### src/rtl/header_length_checksum_deframer_unit_macros.svh
// Assertion macros used by the deframer top level.
`ifndef HEADER_LENGTH_CHECKSUM_DEFRAMER_UNIT_MACROS_SVH
`define HEADER_LENGTH_CHECKSUM_DEFRAMER_UNIT_MACROS_SVH

// Checks that cons holds in the same cycle whenever ante holds.
`define HLCD_ASSERT_SAME(label, clk, rst_n, ante, cons) \
    label: assert property (@(posedge clk) disable iff (!rst_n) (ante) |-> (cons)) \
        else $error("deframer check failed: same-cycle implication");

// Checks that cons holds in the cycle after ante holds.
`define HLCD_ASSERT_NEXT(label, clk, rst_n, ante, cons) \
    label: assert property (@(posedge clk) disable iff (!rst_n) (ante) |=> (cons)) \
        else $error("deframer check failed: next-cycle implication");

`endif

### src/rtl/hlcd_pkg.sv
// Shared types, constants and codes of the frame deframer.
`timescale 1ns / 1ps
`default_nettype none

package hlcd_pkg;

    localparam int FRAME_BUFFER = 64;
    localparam int MAX_PAYLOAD  = 32;
    localparam int MAX_RES      = 16;
    localparam int PAYLOAD_BASE = 4;

    localparam int POS_W   = $clog2(FRAME_BUFFER);
    localparam int LEN_W   = 6;
    localparam int WORDS_W = LEN_W - 1;
    localparam int IDX_W   = $clog2(MAX_RES);
    localparam int CMP_W   = ((POS_W > LEN_W) ? POS_W : LEN_W) + 2;

    localparam logic CMD_BYTE  = 1'b0;
    localparam logic CMD_CLEAR = 1'b1;

    typedef enum logic [1:0] {
        KIND_SAMPLE   = 2'd0,
        KIND_FRAME_OK = 2'd1,
        KIND_CSUM_ERR = 2'd2
    } kind_t;

    typedef enum logic [2:0] {
        CFG_HEADER_FIRST  = 3'd0,
        CFG_HEADER_SECOND = 3'd1,
        CFG_WAVEFORM_CODE = 3'd2,
        CFG_PLAIN_CODE    = 3'd3,
        CFG_LENGTH_LIMIT  = 3'd4
    } cfg_index_t;

    typedef struct packed {
        logic       command;
        logic [7:0] rx_byte;
    } byte_item_t;

    typedef struct packed {
        kind_t              kind;
        logic signed [15:0] sample;
        logic [3:0]         sample_index;
        logic [7:0]         function_word;
        logic               last;
        logic [31:0]        good_frames;
        logic [31:0]        bad_frames;
    } result_item_t;

    typedef struct packed {
        logic             accept;
        logic             rd_en;
        logic             rd_lo;
        logic             cap_hi;
        logic             load_out;
        logic             out_sample;
        logic             out_last;
        logic [IDX_W-1:0] out_idx;
    } hlcd_cmd_t;

    typedef struct packed {
        logic               finish;
        logic               sample_frame;
        logic [WORDS_W-1:0] words;
    } hlcd_status_t;

endpackage

`default_nettype wire

### src/rtl/hlcd_ctrl.sv
// Controller state machine: input acceptance, sample unload sequencing, output valid.
`timescale 1ns / 1ps
`default_nettype none

module hlcd_ctrl
    import hlcd_pkg::*;
(
    input  wire logic         clk,
    input  wire logic         rst_n,
    input  wire logic         byte_valid,
    output logic              byte_stall,
    output logic              result_valid,
    input  wire logic         result_stall,
    input  wire hlcd_status_t status,
    output hlcd_cmd_t         cmd
);

    typedef enum logic [2:0] {
        S_IDLE,
        S_RD_HI,
        S_RD_LO,
        S_PUT,
        S_SINGLE
    } state_t;

    state_t           state_reg, state_next;
    logic [IDX_W-1:0] idx_reg, idx_next;
    logic             out_valid_reg, out_valid_next;
    logic             slot_free;
    logic             last_word;

    assign slot_free    = !out_valid_reg || !result_stall;
    assign last_word    = ({1'b0, idx_reg} + (IDX_W + 1)'(1)) == (IDX_W + 1)'(status.words);
    assign byte_stall   = (state_reg != S_IDLE);
    assign result_valid = out_valid_reg;

    always_comb
    begin
        cmd            = '0;
        cmd.out_idx    = idx_reg;
        state_next     = state_reg;
        idx_next       = idx_reg;
        unique case (state_reg)
            S_IDLE:
            begin
                cmd.accept = byte_valid;
                if (byte_valid && status.finish)
                begin
                    idx_next = '0;
                    if (status.sample_frame)
                        state_next = S_RD_HI;
                    else
                        state_next = S_SINGLE;
                end
            end
            S_RD_HI:
            begin
                cmd.rd_en  = 1'b1;
                state_next = S_RD_LO;
            end
            S_RD_LO:
            begin
                cmd.rd_en  = 1'b1;
                cmd.rd_lo  = 1'b1;
                cmd.cap_hi = 1'b1;
                state_next = S_PUT;
            end
            S_PUT:
            begin
                if (slot_free)
                begin
                    cmd.load_out   = 1'b1;
                    cmd.out_sample = 1'b1;
                    cmd.out_last   = last_word;
                    if (last_word)
                        state_next = S_IDLE;
                    else
                    begin
                        idx_next   = idx_reg + IDX_W'(1);
                        state_next = S_RD_HI;
                    end
                end
            end
            S_SINGLE:
            begin
                if (slot_free)
                begin
                    cmd.load_out = 1'b1;
                    cmd.out_last = 1'b1;
                    state_next   = S_IDLE;
                end
            end
            default:
            begin
                state_next = S_IDLE;
            end
        endcase

        if (cmd.load_out)
            out_valid_next = 1'b1;
        else
            out_valid_next = out_valid_reg && result_stall;
    end

    always_ff @(posedge clk or negedge rst_n)
    begin
        if (!rst_n)
        begin
            state_reg     <= S_IDLE;
            idx_reg       <= '0;
            out_valid_reg <= 1'b0;
        end
        else
        begin
            state_reg     <= state_next;
            idx_reg       <= idx_next;
            out_valid_reg <= out_valid_next;
        end
    end

endmodule

`default_nettype wire

### src/rtl/hlcd_dpath.sv
// Datapath: configuration registers, frame parser, running checksum, frame store, counters.
`timescale 1ns / 1ps
`default_nettype none

module hlcd_dpath
    import hlcd_pkg::*;
(
    input  wire logic         clk,
    input  wire logic         rst_n,
    input  wire logic         cfg_valid,
    input  wire logic [2:0]   cfg_index,
    input  wire logic [7:0]   cfg_data,
    input  wire byte_item_t   byte_item,
    input  wire hlcd_cmd_t    cmd,
    output hlcd_status_t      status,
    output result_item_t      result_item
);

    // Configuration registers.
    logic [7:0]       hdr_first_reg, hdr_second_reg, wave_code_reg, plain_code_reg;
    logic [LEN_W-1:0] len_limit_reg;

    // Parser state.
    logic [POS_W-1:0] pos_reg, pos_next;
    logic             first_reg, first_next;
    logic             full_reg, full_next;
    logic [7:0]       fn_reg, fn_next;
    logic [LEN_W-1:0] len_reg, len_next;
    logic [7:0]       sum_reg, sum_next;
    logic [31:0]      good_reg, good_next;
    logic [31:0]      bad_reg, bad_next;

    // Latched facts about the frame that just ended.
    logic               fin_good_reg;
    logic [7:0]         fin_fn_reg;
    logic [WORDS_W-1:0] fin_words_reg;

    logic [7:0]       mem [FRAME_BUFFER];
    logic [7:0]       rd_data_reg;
    logic [7:0]       hi_reg;
    logic [POS_W-1:0] rd_addr;
    result_item_t     item_next;
    result_item_t     item_reg;

    logic [POS_W:0]     pos_wide;
    logic [POS_W:0]     pos_inc;
    logic [7:0]         limit;
    logic [7:0]         rx;
    logic               byte_in;
    logic               frame_end;
    logic               csum_ok;
    logic               finish;
    logic [WORDS_W-1:0] half_len;
    logic [WORDS_W-1:0] words;

    assign rx        = byte_item.rx_byte;
    assign byte_in   = cmd.accept && (byte_item.command == CMD_BYTE);
    assign pos_inc   = {1'b0, pos_reg} + (POS_W + 1)'(1);
    assign limit     = ({2'b00, len_limit_reg} < 8'(MAX_PAYLOAD)) ?
                       {2'b00, len_limit_reg} : 8'(MAX_PAYLOAD);
    assign frame_end = CMP_W'(pos_reg) >= (CMP_W'(len_reg) + CMP_W'(PAYLOAD_BASE));
    assign csum_ok   = (sum_reg == rx);
    assign half_len  = len_reg[LEN_W-1:1];
    assign words     = (WORDS_W'(half_len) > WORDS_W'(MAX_RES)) ?
                       WORDS_W'(MAX_RES) : half_len;

    // Byte parser. The running sum always equals the sum of the stored bytes
    // below the current position, so the checksum never reads the store.
    always_comb
    begin
        pos_wide   = {1'b0, pos_reg};
        first_next = first_reg;
        full_next  = full_reg;
        fn_next    = fn_reg;
        len_next   = len_reg;
        sum_next   = sum_reg;
        finish     = 1'b0;
        if (byte_in)
        begin
            if (full_reg)
            begin
                if (fn_reg != 8'd0)
                begin
                    if (len_reg != '0)
                    begin
                        if (!frame_end)
                        begin
                            pos_wide = pos_inc;
                            sum_next = sum_reg + rx;
                        end
                        else
                        begin
                            finish     = 1'b1;
                            pos_wide   = '0;
                            first_next = 1'b0;
                            full_next  = 1'b0;
                            fn_next    = 8'd0;
                            len_next   = '0;
                            sum_next   = 8'd0;
                        end
                    end
                    else if (rx <= limit)
                    begin
                        len_next = rx[LEN_W-1:0];
                        pos_wide = pos_inc;
                        sum_next = sum_reg + rx;
                    end
                    else
                    begin
                        pos_wide   = '0;
                        first_next = 1'b0;
                        full_next  = 1'b0;
                        fn_next    = 8'd0;
                        sum_next   = 8'd0;
                    end
                end
                else if ((rx == wave_code_reg) || (rx == plain_code_reg))
                begin
                    fn_next  = rx;
                    pos_wide = pos_inc;
                    sum_next = sum_reg + rx;
                end
                else
                begin
                    pos_wide   = '0;
                    first_next = 1'b0;
                    full_next  = 1'b0;
                    sum_next   = 8'd0;
                end
            end
            else if (first_reg)
            begin
                if (rx == hdr_second_reg)
                begin
                    full_next = 1'b1;
                    pos_wide  = pos_inc;
                    sum_next  = sum_reg + rx;
                end
                else if (rx == hdr_first_reg)
                begin
                    // The earlier first header stays at position zero.
                    pos_wide = (POS_W + 1)'(1);
                end
                else
                begin
                    first_next = 1'b0;
                    pos_wide   = '0;
                    sum_next   = 8'd0;
                end
            end
            else
            begin
                if (rx == hdr_first_reg)
                begin
                    first_next = 1'b1;
                    pos_wide   = pos_inc;
                    sum_next   = sum_reg + rx;
                end
                else
                begin
                    pos_wide = '0;
                    sum_next = 8'd0;
                end
            end

            if (pos_wide > (POS_W + 1)'(FRAME_BUFFER - 1))
            begin
                pos_wide   = '0;
                first_next = 1'b0;
                full_next  = 1'b0;
                sum_next   = 8'd0;
            end
        end
        pos_next = pos_wide[POS_W-1:0];
    end

    always_comb
    begin
        good_next = good_reg;
        bad_next  = bad_reg;
        if (cmd.accept && (byte_item.command == CMD_CLEAR))
        begin
            good_next = '0;
            bad_next  = '0;
        end
        else if (finish && csum_ok)
        begin
            if (good_reg != '1)
                good_next = good_reg + 32'd1;
        end
        else if (finish)
        begin
            if (bad_reg != '1)
                bad_next = bad_reg + 32'd1;
        end
    end

    assign status.finish       = finish;
    assign status.sample_frame = csum_ok && (fn_reg == wave_code_reg) && (words != '0);
    assign status.words        = fin_words_reg;

    always_ff @(posedge clk or negedge rst_n)
    begin
        if (!rst_n)
        begin
            hdr_first_reg  <= 8'd58;
            hdr_second_reg <= 8'd59;
            wave_code_reg  <= 8'd1;
            plain_code_reg <= 8'd2;
            len_limit_reg  <= LEN_W'(32);
            pos_reg        <= '0;
            first_reg      <= 1'b0;
            full_reg       <= 1'b0;
            fn_reg         <= 8'd0;
            len_reg        <= '0;
            sum_reg        <= 8'd0;
            good_reg       <= '0;
            bad_reg        <= '0;
        end
        else
        begin
            if (cfg_valid)
            begin
                unique case (cfg_index)
                    CFG_HEADER_FIRST:  hdr_first_reg  <= cfg_data;
                    CFG_HEADER_SECOND: hdr_second_reg <= cfg_data;
                    CFG_WAVEFORM_CODE: wave_code_reg  <= cfg_data;
                    CFG_PLAIN_CODE:    plain_code_reg <= cfg_data;
                    CFG_LENGTH_LIMIT:  len_limit_reg  <= cfg_data[LEN_W-1:0];
                    default:           ;
                endcase
            end
            pos_reg   <= pos_next;
            first_reg <= first_next;
            full_reg  <= full_next;
            fn_reg    <= fn_next;
            len_reg   <= len_next;
            sum_reg   <= sum_next;
            good_reg  <= good_next;
            bad_reg   <= bad_next;
        end
    end

    // Frame store, one write and one registered read per cycle.
    assign rd_addr = POS_W'(PAYLOAD_BASE) + POS_W'({cmd.out_idx, cmd.rd_lo});

    always_ff @(posedge clk)
    begin
        if (byte_in)
            mem[pos_reg] <= rx;
        if (cmd.rd_en)
            rd_data_reg <= mem[rd_addr];
    end

    always_comb
    begin
        item_next.function_word = fin_fn_reg;
        item_next.last          = cmd.out_last;
        item_next.good_frames   = good_reg;
        item_next.bad_frames    = bad_reg;
        if (cmd.out_sample)
        begin
            item_next.kind         = KIND_SAMPLE;
            item_next.sample       = $signed({hi_reg, rd_data_reg});
            item_next.sample_index = 4'(cmd.out_idx);
        end
        else
        begin
            item_next.kind         = fin_good_reg ? KIND_FRAME_OK : KIND_CSUM_ERR;
            item_next.sample       = '0;
            item_next.sample_index = '0;
        end
    end

    always_ff @(posedge clk)
    begin
        if (finish)
        begin
            fin_good_reg  <= csum_ok;
            fin_fn_reg    <= fn_reg;
            fin_words_reg <= words;
        end
        if (cmd.cap_hi)
            hi_reg <= rd_data_reg;
        if (cmd.load_out)
            item_reg <= item_next;
    end

    assign result_item = item_reg;

endmodule

`default_nettype wire

### src/rtl/header_length_checksum_deframer_unit.sv
// Top level of the header, length and checksum frame deframer.
`timescale 1ns / 1ps
`default_nettype none
`include "header_length_checksum_deframer_unit_macros.svh"

// The block takes one received serial byte per input transaction and hunts
// for frames made of two sync bytes, a function word, a length byte, the
// payload and an 8-bit additive checksum over every earlier byte of the
// frame. A byte that does not end a frame, and a counter clear command,
// give no result and leave the input open, so such bytes may arrive every
// cycle. A frame end with a bad checksum, or a good frame that carries no
// samples, gives one result. A good waveform frame with N samples (N at
// most sixteen) gives one result per sample. With a single read port the
// store reads each sample's high byte, then its low byte, then the sample
// is put out; a stall on the result channel holds this. The checksum
// is kept as a running sum while bytes arrive, so it costs nothing at the
// frame end. The result channel has its own register, so the next byte is
// taken while the last result of a frame still waits. Configuration writes
// are always ready and must be issued only while the block is idle. Every
// result carries both saturating frame counters as they stand after the
// transaction that caused it.
module header_length_checksum_deframer_unit
    import hlcd_pkg::*;
(
    input  wire logic         clk,
    input  wire logic         rst_n,
    input  wire logic         byte_valid,
    output logic              byte_stall,
    input  wire byte_item_t   byte_item,
    output logic              result_valid,
    input  wire logic         result_stall,
    output result_item_t      result_item,
    input  wire logic         cfg_valid,
    output logic              cfg_ready,
    input  wire logic [2:0]   cfg_index,
    input  wire logic [7:0]   cfg_data
);

    hlcd_cmd_t    cmd;
    hlcd_status_t status;

    assign cfg_ready = 1'b1;

    // The controller sequences acceptance and the sample unload.
    hlcd_ctrl u_ctrl (
        .clk          (clk),
        .rst_n        (rst_n),
        .byte_valid   (byte_valid),
        .byte_stall   (byte_stall),
        .result_valid (result_valid),
        .result_stall (result_stall),
        .status       (status),
        .cmd          (cmd)
    );

    // The datapath holds the parser, the store, the counters and the result register.
    hlcd_dpath u_dpath (
        .clk         (clk),
        .rst_n       (rst_n),
        .cfg_valid   (cfg_valid),
        .cfg_index   (cfg_index),
        .cfg_data    (cfg_data),
        .byte_item   (byte_item),
        .cmd         (cmd),
        .status      (status),
        .result_item (result_item)
    );

    // A byte that ends a frame blocks the input until its results are loaded.
    `HLCD_ASSERT_NEXT(a_finish_blocks, clk, rst_n, (cmd.accept && status.finish), byte_stall)
    // A byte that ends no frame leaves the input open in the next cycle.
    `HLCD_ASSERT_NEXT(a_plain_byte_open, clk, rst_n, (cmd.accept && !status.finish), !byte_stall)
    // A new result is never loaded over one that is still waiting.
    `HLCD_ASSERT_SAME(a_no_overwrite, clk, rst_n, cmd.load_out, !(result_valid && result_stall))

endmodule

`default_nettype wire

### config.mk
export PLATFORM = sky130hd
export DESIGN_NAME = header_length_checksum_deframer_unit
export DESIGN_NICKNAME = d
export VERILOG_FILES = /design/src/rtl/hlcd_pkg.sv /design/src/rtl/hlcd_ctrl.sv /design/src/rtl/hlcd_dpath.sv /design/src/rtl/header_length_checksum_deframer_unit.sv
export VERILOG_INCLUDE_DIRS = /design/src /design/src/rtl
export SDC_FILE = /design/constraint.sdc
export NUM_CORES = 1
export LEC_CHECK = 0
export BUFFER_PORTS_ARGS = -buffer_cell sky130_fd_sc_hd__buf_2
export CORE_MARGIN = 2
export CORE_UTILIZATION = 45
export CTS_CLUSTER_SIZE = 28
export DETAILED_ROUTE_END_ITERATION = 8
export PLACE_DENSITY = 0.61
export SKIP_LAST_GASP = 1
export SLEW_MARGIN = 20
export SYNTH_ARGS = -nofsm -noshare
export SYNTH_HDL_FRONTEND = slang
export SYNTH_SLANG_ARGS = --single-unit
### constraint.sdc
create_clock -name clk -period 15.45 [get_ports clk]
set_clock_uncertainty 0.2 [all_clocks]
set_input_delay 3.09 -clock clk [delete_from_list [all_inputs] [get_ports clk]]
set_output_delay 3.09 -clock clk [all_outputs]
set_load 0.05 [all_outputs]
After elaboration in Yosys (flattened, before gate mapping) --
Memory sizes are Yosys's and may differ from the RTL's. A register that Yosys moved wholly into a read port is not among the register bits. Cells that the tools add are included.
Word-level totals: memories kept 1, output and inout bits 98, bits in registers 257, bits in writable memories 512, word-level logic and storage cells 195
Memories:
- u_dpath.mem | depth 64, width 8, rd ports 1, clocked after Yosys merged registers in 1, write ports 1, RTL line hlcd_dpath.sv:38 | logic [7:0] mem [FRAME_BUFFER];
Operators by class: bitwise logic cells 1, magnitude comparators 5, add/subtract/negate cells 8, mux-type cells 86, reductions and logical operators 38, equality and inequality tests 29
Operators with widths (count):
- 32-bit 2-to-1 mux | 7
- 8-bit 2-to-1 mux | 16
- 7-bit 2-to-1 mux | 10
- 32-bit by 1-bit adder with 32-bit output, second input constant | 2
- 32-bit inequality test, second input constant | 2
- 8-bit == test | 6
- 1-bit 2-to-1 mux | 33
- 6-bit 2-to-1 mux | 5
- 3-bit 2-to-1 mux | 5
- 5-bit inequality test, second input constant | 3
- 3-bit case mux with 5 select lines | 1
- 2-bit AND reduction | 7
- 2-bit nonzero test | 7
- 3-bit by 2-bit == test with 1-bit output, second input constant | 4
- 4-bit 2-to-1 mux | 3
- 2-bit by 1-bit inequality test with 1-bit output, second input constant | 5
- 5-bit AND reduction | 2
- 8-bit adder | 1
- 6-bit by 8-bit >= comparator with 1-bit output | 1
- 8-bit <= comparator | 1
- 4-bit case mux with 2 select lines | 1
- 4-bit AND reduction | 2
- 8-bit nonzero test | 1
- 6-bit by 1-bit adder with 7-bit output, second input constant | 1
- other kinds (27) | 41

Depth between registers and ports, before layout --
Gate-level depths: netlist of the first run.
depth after elaboration 11, gate-level depth with buffers 13, mapped depth without buffers 11

Cells and area by module --
A second synthesis of the first run with hierarchy kept.
Unflattened totals: cell total of the unflattened synthesis 1659, area, all modules 27028.4 um2
By module, submodules not included:
- hlcd_dpath | cells an instance 1590, area an instance 26421.6 um2, times used 1, seq. area each 18602.8 um2
- hlcd_ctrl | cells an instance 67, area an instance 595.6 um2, times used 1, seq. area each 200.2 um2
- header_length_checksum_deframer_unit | cells an instance 2, area an instance 11.3 um2, times used 1, seq. area each 0.0 um2

Worst setup path after synthesis of the first run --
Ideal clock, no wire load.
path type input -> register, start point input result_stall, end point register u_dpath.item_reg (netlist bit u_dpath.result_item[0]) (enable), data required time 14.669 ns, cell stages on the path 1, setup slack 7.066 ns, data arrival time 7.603 ns, library setup time 0.581 ns, cells stage by stage a21oi_1
Between the ends: word-level cells in the longest chain between the ends 4, elaborated cells on any way between the ends 5
RTL lines:
- from (decl) | RTL line header_length_checksum_deframer_unit.sv:31 | input wire logic result_stall,
- 1-bit zero test * | RTL line hlcd_ctrl.sv:32 | assign slot_free = !out_valid_reg || !result_stall;
- 1-bit logical OR * | RTL line hlcd_ctrl.sv:32
- 1-bit 2-to-1 mux / 3-bit 2-to-1 mux (equally long branches) | RTL line hlcd_ctrl.sv:86, hlcd_ctrl.sv:70
- 1-bit case mux with 2 select lines * | RTL line hlcd_ctrl.sv:43 | unique case (state_reg)
- to (signal assigned) | RTL line hlcd_dpath.sv:286 | item_reg <= item_next;
- to (decl) | RTL line hlcd_dpath.sv:43 | result_item_t item_reg;
Every way passes the cells marked *; elsewhere a longest branch is shown, timed or not. A chain may end at the register's enable or synchronous reset.

Worst setup path in the final report of the first run --
start point input byte_item[1] in the netlist's numbering, end point register u_dpath.good_reg[31]
Between the ends: word-level cells in the longest chain between the ends 4
RTL lines:
- from (decl) | RTL line header_length_checksum_deframer_unit.sv:29 | input wire byte_item_t byte_item,
- 8-bit == test | RTL line hlcd_dpath.sv:62 | assign csum_ok = (sum_reg == rx);
- named net u_dpath.csum_ok | RTL line hlcd_dpath.sv:51 | logic csum_ok;
- 1-bit logical AND | RTL line hlcd_dpath.sv:186 | else if (finish && csum_ok)
- 2-bit nonzero test (no line)
- 2-bit AND reduction (no line)
- to (signal assigned) | RTL line hlcd_dpath.sv:239 | good_reg <= good_next;
- to (decl) | RTL line hlcd_dpath.sv:30 | logic [31:0] good_reg, good_next;
The timed path passes the listed nets, and every way through them passes these cells.

==> results.toml, run 1 <==
[clock_tree]
cts_root_buf = "clkbuf_16"
clk_path_buf_depth = 3
htree_levels = 3
cts_made_buffers = 69
hold_buffers = 0
cts_tree = "yes"
cts.clk_slew.worst_paths_ns = 0.06
cts.repair.resized = 0
cts_num_sinks = 649
clkLatencyLatePin_ns = 0.61
postCtsSetupBuffers = 0

[routing]
vias_per_cell = 5.65
drcViolationCount = 0
firstDrtPassIters = 5
num_vias = 15300
wirelength_um = 60400
ant_nets = 0
drt-wirelength-per-cell_um = 22.3
drt_iter0_markers = 1122

[grt]
track_usage_pct = 19.6
met3_usage_pct = 3.92
grt_use_met2_pct = 31.0
globalRouteOverflowTotal = 0
grtUsageMet1_pct = 27.1
grt_pass1_vias = 15100
grt_pass1_wl_um = 92500
grt_max_degree = 79
antenna_found_initial = 0
top_usage_layer = "met2"

[cells_and_area]
final_cell_count_no_fill = 2711
diodes = 0
area_delta_synth_final_pct = 13.0
largest_register_ffs = 384
fin_nets = 1937
final_area_um2 = 30500
nFillCells = 4880
drive_above_1_share_pct = 20.0
regMostFlops = "u_dpath.mem"

[synth]
synth.distinct_cells = 76
syn-cell-area_um2 = 27000
synth-compound-area-share_pct = 4.60
synthCells = 1761
syn-num-nets = 1813
synthMuxAreaShare_pct = 9.37
syn-mean-instance-area_um2 = 15.3
synth_adder_area_share_pct = 1.28
yosys.area_share.simple_pct = 9.52
async_flop_share_pct = 21.6
synth-edff-count = 509
yosysWarnings = 0
synth-xor-area-share_pct = 3.53
synth_top_family_by_area = "simple AND/OR/NAND/NOR gates"
ys_seq_area_share_pct = 69.6
ys_seq_elements = 649
ys.flop_type = "edfxtp_1"

[die]
coreArea_um2 = 59200
die_area_um2 = 62000
fp.dieW_um = 249
start_util_pct = 45.6
die-height_um = 249
top_level_ports = 123
num_rows = 89

[worst_setup_path]
cp.required_ns = 15.71
worstSetupStartpointType = "input pin"
critPathCaptureType = "register"
arrival_ns = 6.42
critPathKind = "in -> reg"
path_max_fanout = 37
reg2regPathDepth = 8

[timing]
final_hold_viol_count = 0
slew_headroom_pct = 25.8
fin_crit_ns = 6.16
drv_slew = 0
rsz0062_at_grt = "false"
tightest_slew_ns = 1.11
tns_ns = 0
fmax_mhz = 162
setup_ws_ns = 9.29
finalCritPeriodShare_pct = 39.9
setup_violations = 0

[job]
maxCapViolCount = 0

[worst_hold_path]
hp-class = "reg -> reg"
min_path_cells = 0

[pwr]
ir_worst_vdd_v = 0.000102
powerDensity_nw_per_um2 = 172
leakage_nw = 10.8

[place]
gp_congestion = 0.840
placed_cells = 2587
place_ws_ns = 8.68
post_dp_cell_area_um2 = 28400
port_buffers = 121
dp_hpwl_um = 38800

[status]
status = "complete, no violations"
per-layer routing:
layer  vias up  routed length, um
li1       6952                  -
met1      7837              26600
met2       425              28700
met3        93               3500
met4         0               1590
met5         -                  0
critical path: stages:
cell,delay [ns]
buf_2,0.54
buf_4,0.41
ha_1,0.30
nor3_1,0.30
nand3_1,0.18
inv_1,0.20
nand4_1,0.59
nor4_1,0.54
xnor2_1,0.16
nor2_1,0.05
where the power goes:
group          switching, mW  internal [mW]
registers             0.0873           2.10
clock network          0.665          0.918
logic                   1.00          0.479
synthesized netlist by cell type (4+ instances only):
master	instances	area, um2
edfxtp_1	509	15300
nand2_1	139	522
nor2_1	135	507
dfrtp_1	128	3200
xnor2_1	71	622
mux4_2	68	1530
nand3_1	67	335
clkbuf_1	56	210
mux2i_1	56	561
mux2_2	39	439
xor2_1	38	333
nand4_1	33	206
a21oi_1	31	155
nor3_1	30	150
o21ai_0	29	145
and2_1	27	169
ha_1	26	325
and3_1	25	156
inv_1	24	90.1
buf_2	15	75.1
a32o_1	14	140
dfstp_2	12	315
nor2b_1	12	75.1
o211ai_1	11	82.6
or3_1	10	62.6
nor4_1	9	56.3
o2111ai_1	9	78.8
o31ai_1	9	67.6
a21o_1	8	60.1
buf_4	8	60.1
a221oi_1	7	61.3
a221oi_2	7	105
a31oi_1	7	43.8
and4_1	7	61.3
o221ai_1	7	61.3
buf_1	6	22.5
nand2b_1	5	31.3
a31o_2	4	35.0
buf_6	4	45.0
o21ai_1	4	20.0
final timing paths:
| path | startpoint | to | slack [ns] |
|---|---|---|---|
| max reg2reg | u_ctrl.state_reg[0] | u_dpath.rd_data_reg[7] | 10.68 |
| min in group asynchronous | rst_n | u_dpath.hdr_first_reg[2] | 2.29 |
| max in group asynchronous | rst_n | u_ctrl.idx_reg[0] | 11.55 |
| max | byte_item[1] | u_dpath.good_reg[31] | 9.29 |
| min reg2reg | u_dpath.fin_fn_reg[1] | u_dpath.result_item[66] | 0.22 |
| min | u_dpath.fin_fn_reg[1] | u_dpath.result_item[66] | 0.22 |
cells by family (layout without fill, tap and decap cells):
family	count (synthesis)	count (layout)
compound gates	170	170
xor+xnor	109	109
fa+ha+maj	27	27
buf+inv	117	294
flops	649	649
mux	163	163
other cells	1	1
simple gates	525	525
placed cells by master, fill, tap and decap left out, types with 9 or more instances in the layout:
cell type and instances:
a21oi_1 30, a32o_1 14, and2_1 27, and3_1 24, buf_2 120, buf_4 23, clkbuf_1 14, clkbuf_16 72
clkinv_1 17, dfrtp_1 127, dfstp_2 12, edfxtp_1 509, ha_1 25, inv_1 24, mux2_2 39, mux2i_1 56
mux4_2 68, nand2_1 139, nand3_1 67, nand4_1 33, nor2_1 135, nor2b_1 10, nor3_1 29, o2111ai_1 9
o211ai_1 11, o21ai_0 29, o31ai_1 9, or3_1 10, xnor2_1 71, xor2_1 38
per-stage QoR:
step	utilization, %	total power [mW]	hold WS, ns
after global routing	51.5	5.46	0.231
final	51.5	5.25	0.221
after CTS	51.5	5.29	0.221
after detailed placement	47.9	3.71	0.209
after global placement	47.9	3.69	0.205
after floorplan	-	3.31	0.200
final cells by class:
| cell class | count | area, um2 | area share (%) |
|---|---|---|---|
| Tap cell | 773 | 967 | 3.17 |
| Sequential cell | 649 | 18800 | 61.6 |
| Timing Repair Buffer | 145 | 796 | 2.61 |
| Clock inverter | 35 | 263 | 0.861 |
| Inverter | 25 | 98.8 | 0.324 |
| Clock buffer | 89 | 1900 | 6.21 |
| Multi-Input combinational cell | 995 | 7700 | 25.2 |
No activity file was read; power rests on OpenSTA's default activity.
==> run 2, diff against run 1 <==
PLACE_DENSITY = 0.64   (was 0.61)
clock period = 5 ns   (was 15.45 ns; I/O delays follow)
==> results.toml, run 2 (synthesized netlist as in run 1, its figures left out) <==
[worst_setup_path]
critPathCaptureType = "register"
critPathKind = "reg -> reg"
worstSetupStartpoint = "u_ctrl.state_reg[0]"
arrival_ns = 4.01
timing.rr.start = "u_ctrl.state_reg[0]"
rr_endpoint = "u_dpath.rd_data_reg[4]"
endpoint = "u_dpath.rd_data_reg[4]"
worstSetupStartpointType = "register"
path_max_fanout = 38
reg2regPathDepth = 9
r2r_slack_ns = 1.17
cp.required_ns = 5.18

[clock_tree]
hold_buffers = 0
cts.clk_slew.worst_paths_ns = 0.06
cts_num_sinks = 649
cts_root_buf = "clkbuf_16"
clk_path_buf_depth = 3
htree_levels = 3
cts_tree = "yes"
cts_made_buffers = 67
clkLatencyLatePin_ns = 0.61
cts.repair.resized = 0
postCtsSetupBuffers = 0

[cells_and_area]
utilization_pct = 51.4
fin_nets = 1949
final_cell_count_no_fill = 2722
final_cell_mix = "509 x edfxtp_1, 139 x nand2_1, 134 x nor2_1, 127 x dfrtp_1, 120 x buf_2"
final_area_um2 = 30400
largest_register_ffs = 384
drive_above_1_share_pct = 20.4
nFillCells = 4876
area_delta_synth_final_pct = 12.7
final_common_cell = "edfxtp_1"
regMostFlops = "u_dpath.mem"

[place]
place_ws_ns = 0.792
port_buffers = 121
placed_cells = 2601
post_dp_cell_area_um2 = 28500
gp_congestion = 0.834
dp_hpwl_um = 40800

[pwr]
powerDensity_nw_per_um2 = 521
leakage_nw = 10.8
ir_worst_vdd_v = 0.000320
power_mw = 15.9

[routing]
drt_iter0_markers = 1401
wirelength_um = 61800
drcViolationCount = 0
num_vias = 15500
ant_nets = 0
drt-wirelength-per-cell_um = 22.7
vias_per_cell = 5.69
firstDrtPassIters = 5

[timing]
drv_slew = 0
rsz0062_at_grt = "false"
slew_headroom_pct = 28.7
fin_crit_ns = 3.83
tns_ns = 0
setup_ws_ns = 1.17
setup_violations = 0
fmax_mhz = 261
tightest_slew_ns = 1.07
finalCritPeriodShare_pct = 76.7
final_hold_viol_count = 0
holdWs_ns = 0.217

[die]
die_area_um2 = 62000
start_util_pct = 45.6
fp.dieW_um = 249
coreArea_um2 = 59200
num_rows = 89
die-height_um = 249
top_level_ports = 123

[grt]
track_usage_pct = 20.1
antenna_found_initial = 4
grt_pass1_wl_um = 95100
grt_pass1_vias = 15300
globalRouteOverflowTotal = 0
grt_max_degree = 110

[job]
maxCapViolCount = 0

[worst_hold_path]
hp-class = "reg -> reg"

[status]
status = "complete, no violations"
==> run 2: changes by cell type in the layout (fill, tap and decap cells not counted), moves of 3 or more <==
cell,change
clkbuf_16,-4
bufinv_16,-3
clkinv_2,+7
buf_4,+15
==> run 2: cell type report <==
cell class | count | area [um2] | area share, %
inverter | 25 | 98.8 | 0.325
antenna | 2 | 5.00 | 0.0164
timing repair buffer | 159 | 900 | 2.95
sequential | 649 | 18800 | 61.8
clock inverter | 37 | 208 | 0.682
multi-input combinational | 995 | 7690 | 25.3
tap | 773 | 967 | 3.18
clock buffer | 82 | 1770 | 5.83
==> run 2: worst max-delay path, stage by stage (launching register included) <==
cell	delay, ns
dfrtp_1	0.47
or3b_1	0.51
inv_6	0.36
buf_4	0.31
buf_4	0.55
mux2i_1	0.19
a32o_1	0.24
a221oi_2	0.29
o221ai_1	0.15
a21oi_1	0.31
==> run 2: power by group <==
| part | total, mW | leakage (nW) | switching [mW] | internal, mW |
|---|---|---|---|---|
| Combinational | 4.50 | 3.39 | 3.00 | 1.50 |
| Clock | 4.56 | 0.980 | 2.02 | 2.53 |
| Sequential | 6.81 | 6.46 | 0.330 | 6.48 |
| Total | 15.9 | 10.8 | 5.36 | 10.5 |
==> run 2: routing by layer <==
layer / vias up / share of wire, % / track usage [%]
li1: 6973 / - / -
met3: 87 / 6.3 / 3.76
met4: 2 / 2.2 / 6.27
met5: - / 0.011 / 0
met2: 480 / 48 / 31.6
met1: 7958 / 44 / 28.5
==> run 2: worst min-delay path by stage <==
stage | from | end | slack, ns | depth (start not counted)
finish | u_dpath.fin_fn_reg[1] | u_dpath.result_item[66] | 0.22 | 0
global route | u_dpath.fin_fn_reg[2] | u_dpath.result_item[67] | 0.23 | 0
CTS | u_dpath.fin_fn_reg[1] | u_dpath.result_item[66] | 0.22 | 0
detailed placement | u_dpath.fin_fn_reg[0] | u_dpath.result_item[65] | 0.20 | 0
global placement | u_dpath.fin_fn_reg[0] | u_dpath.result_item[65] | 0.20 | 0
floorplan | u_dpath.fin_fn_reg[0] | u_dpath.result_item[65] | 0.20 | 0
